`src/rtl/ddwg_ram.sv`:
```
module ddwg_ram #(
   parameter int WIDTH = 8,
   parameter int DEPTH = 16
) (
   input  logic                     clock,
   input  logic                     wr_en,
   input  logic [$clog2(DEPTH)-1:0] wr_addr,
   input  logic [WIDTH-1:0]         wr_data,
   input  logic                     rd_en,
   input  logic [$clog2(DEPTH)-1:0] rd_addr,
   output logic [WIDTH-1:0]         rd_data
);

   logic [WIDTH-1:0] mem_ff [DEPTH];
   logic [WIDTH-1:0] rd_data_ff;

   always_ff @(posedge clock) begin
      if (wr_en) begin
         mem_ff[wr_addr] <= wr_data;
      end
      if (rd_en) begin
         rd_data_ff <= mem_ff[rd_addr];
      end
   end

   assign rd_data = rd_data_ff;

endmodule

```
`config.mk`:
```
export PLATFORM = sky130hd
export DESIGN_NAME = ddwg_ram
export DESIGN_NICKNAME = d
export VERILOG_FILES = /design/src/rtl/ddwg_ram.sv
export SDC_FILE = /design/constraint.sdc
export NUM_CORES = 1
export LEC_CHECK = 0
export BUFFER_PORTS_ARGS = -buffer_cell sky130_fd_sc_hd__buf_2
export CORE_MARGIN = 2
export CORE_UTILIZATION = 55
export CTS_BUF_LIST = sky130_fd_sc_hd__clkbuf_4 sky130_fd_sc_hd__clkbuf_8
export CTS_CLUSTER_SIZE = 12
export DETAILED_ROUTE_END_ITERATION = 6
export PLACE_DENSITY = 0.69
export SLEW_MARGIN = 10
export SYNTH_ARGS = -nofsm -noshare
export SYNTH_HDL_FRONTEND = slang
export SYNTH_SLANG_ARGS = --single-unit
```
`constraint.sdc`:
```
create_clock -name clock -period 5.1 [get_ports clock]
set_clock_uncertainty 0.1 [all_clocks]
set_input_delay 0.51 -clock clock [delete_from_list [all_inputs] [get_ports clock]]
set_output_delay 0.51 -clock clock [all_outputs]
set_load 0.01 [all_outputs]
```
**Word level (Yosys, flattened, before mapping)**

Memories as Yosys holds them, arrays and structs flattened. A register that Yosys moved wholly into a read port is not among the register bits.
Cells that the tools add are included.

- Multiplexer cells: 2

Operators with widths:

| operator | number |
|---|---|
| $mux W1 | 2 |

- Bits in registers: 0
- RAM bits: 128
- Input bits: 19
- Output and inout bits: 8
- Logic and storage cells: 3
- Memories: 1

Memory list:

| name | words | bits a word | rd ports | clocked after Yosys merged registers in | write ports | line | source |
|---|---|---|---|---|---|---|---|
| mem_ff | 16 | 8 | 1 | 1 | 1 | 14 | `logic [WIDTH-1:0] mem_ff [DEPTH];` |

**Longest topological paths before layout**

- Depth in word-level cells: 2
- Mapped depth: 5
- Depth with buffers taken out: 3

**Worst setup path after synthesis**

No wires, ideal clock.

- Path kind: input to register
- Start: input port wr_addr[2]
- End: memory mem_ff[0][0], enable pin
- Data arrival time: 1,620 ps
- Data required time: 4,617 ps
- Slack: 2,997 ps
- Cell stages on the path: 2
- Path buffers: 0
- Cells stage by stage: or3b_2 -> nor3_1

RTL lines:

| item | line | source |
|---|---|---|
| start: declaration | 7 | `input logic [$clog2(DEPTH)-1:0] wr_addr,` |
| end: declaration | 14 |  |

Straight into the memory's write port.

==> flow_metrics.tcl <==
set metrics [dict create \
    cts_post_setup_buffers_inserted 0 \
    syn_area_per_cell_um2 22.83 \
    tightest_slew_ns 1.071 \
    clock_latency_ns 0.43 \
    crit_chain "buf_2 -> mux4_1 -> a22oi_1 -> nand2_1" \
    ir_drop_mv 0.3068 \
    drive_gt1_share_pct 28.32 \
    maxCapViolCount 0 \
    antennaDiodeCount 0 \
    placed_cell_area_um2 5458 \
    worstPathArrival_ns 2.31 \
    clk_pin_slew_ns 0.07 \
    startpoint_type "primary input" \
    worst_slack_ns 2.861 \
    clockBufferDepth 2 \
    ctsHtreeMaxLevel 4 \
    finalNetCount 285 \
    wl_um 9826 \
    grt.overflow.total 0 \
    seqPwrFrac_pct 56.2 \
    cp.required_ns 5.17 \
    vias_per_cell 5.988 \
    drt_first_pass_iters 5 \
    synth_area_leaders "edfxtp_1 78%, mux4_2 7.8%, mux4_1 7.0%" \
    ys_warn_count 0 \
    status "finished, final reports clean" \
    power_density_nw_per_um2 384.2 \
    slew_headroom_pct 28.33 \
    synth_edf_count 136 \
    r2r-start "mem_ff[6][0]" \
    cts_resized 0 \
    critPathMaxFanout 32 \
    die_w_um 101.5 \
    ys_seq_area_share_pct 78.12 \
    fin_crit_ns 2.239 \
    die-height_um 101.5 \
    finalCritPeriodShare_pct 43.91 \
    rsz0062_at_grt "no" \
    synth-main-ff-cell "edfxtp_1" \
    grt_max_degree 33 \
    place_congestion 0.7226 \
    setup_viol 0 \
    combPwrFrac_pct 4.9 \
    dpl_worst_slack_ns 2.366 \
    cts.sinks 136 \
    ant_nets 0 \
    hold_viol_final 0 \
    drcViolationCount 0 \
    async_flop_share_pct 0 \
    n_fill_cell 619 \
    intPower_mw 1.784 \
    grt_pass1_wl_um 15170 \
    min_from "wr_data[6]" \
    synth_largest_area_cell "edfxtp_1" \
    drt_iter0_markers 285 \
    hold_path_class "in -> reg" \
    postCtsHoldBufs 0 \
    dpl.hpwl_um 6016 \
    critical_path.slowest_cell "buf_2" \
    fmax_mhz 446.6 \
    yosys.cell_types.count 18 \
    io-pin-count 27 \
    post_drt_wl_per_cell_um 24.08 \
    crit_start "rd_addr[0]" \
    synth_top_cell_area_share_pct 78.12 \
    p_leak_nw 1.919 \
    switching_share_pct 20.70 \
    io_buffer_count 26 \
    synth_seq_cells 136 \
    antenna_found_initial 0 \
    end_kind "flip-flop" \
    grt_pass1_vias 2450 \
    grtUsageTotal_pct 21.82 \
    rows 35 \
    netlist_top_cells_count "136 x edfxtp_1, 18 x mux4_2, 16 x a22oi_1, 14 x mux4_1, 13 x nor2_1" \
    syn-cell-area_um2 5228 \
    power.switching_mw 0.4657 \
    die-area_um2 10300 \
    tns_ns 0 \
    worstSetupPathType "in -> reg" \
    core_um2 9240 \
    synthCells 229 \
    cts_inserted_buffers 17 \
    vias 2443 \
    slew_violations 0 \
    final_cell_area_um2 5857 \
    cts_tree "done" \
    clkPwrFrac_pct 38.9 \
    area_growth_pct 12.04 \
    cpPeakStageDelay_ns 0.77 \
    yosysMostFrequentCell "edfxtp_1" \
    cts_root_buf "clkbuf_8" \
    start_util_pct 56.57 \
    synth_nets 248 \
]
metrics by stage:
step | utilization, % | hold WS (ns) | cells | power [mW]
floorplan | - | 0.5089 | 229 | 1.354
global route | 63.39 | 0.3413 | 408 | 2.331
CTS | 63.39 | 0.3427 | 408 | 2.263
detailed placement | 59.07 | 0.6393 | 376 | 1.401
global placement | 59.01 | 0.6209 | 376 | 1.396
finish | 63.39 | 0.3601 | 408 | 2.250
area by class of cell:
cell class | count | area (µm²) | area share (%)
flip-flops and latches | 136 | 4084 | 69.73
multi-input cells | 83 | 1067 | 18.22
clock buffers | 18 | 241.5 | 4.123
well taps | 129 | 161.4 | 2.756
clock inverters | 14 | 157.7 | 2.692
repair buffers | 28 | 145.1 | 2.478
placed cells by master, fill, tap and decap left out, drive strengths merged:
cell type / instances
edfxtp: 136
mux4: 32
buf: 28
clkbuf: 18
a22oi: 16
nor2: 13
nand2: 9
clkinv: 8
nor3: 4
clkinvlp: 3
bufinv: 3
nand3b: 2
nand2b: 2
nor2b: 1
and2: 1
and2b: 1
nand3: 1
or3b: 1
cell families (layout without fill, tap and decap cells):
family                 count (synthesis)  in the layout  synth area share, %
AOI/OAI and AO/OA                     16             16                2.298
buffers and inverters                 10             60                1.651
DFF                                  136            136                78.12
muxes                                 32             32                14.79
and+or+nand+nor                       35             35                3.136
sequential cells by signal, indices dropped and copies added, names as in the netlist:
name / cells
mem_ff: 128
rd_data: 8
layer usage:
| metal | up-vias | share of wire [%] | track usage (%) |
|---|---|---|---|
| li1 | 1054 | - | - |
| met1 | 1269 | 45 | 33.32 |
| met2 | 105 | 48 | 31.28 |
| met3 | 15 | 5.9 | 5.590 |
| met4 | 0 | 1.1 | 7.692 |
| met5 | - | 0 | 0 |
worst paths after layout:
| check | endpoint | slack (ns) | depth (start not counted) |
|---|---|---|---|
| max reg2reg | rd_data[0] | 3.53 | 3 |
| min reg2reg | rd_data[2] | 0.65 | 3 |
| min | mem_ff[6][6] | 0.36 | 1 |
| max | rd_data[0] | 2.86 | 4 |
power by group through the flow:
stage / combinational (mW) / clock [mW] / sequential [mW]
floorplan: 0.0636 / 0 / 1.29
global placement: 0.108 / 0 / 1.29
detailed placement: 0.111 / 0 / 1.29
CTS: 0.111 / 0.886 / 1.27
global route: 0.120 / 0.944 / 1.27
finish: 0.110 / 0.876 / 1.26
worst max-delay path, delay by kind of cell:
kind	cells	cell delay [ns]
buf+inv	1	0.77
mux	1	0.65
simple gates	1	0.10
compound gates	1	0.26
Note: power is estimated with default switching activity, not from simulation.
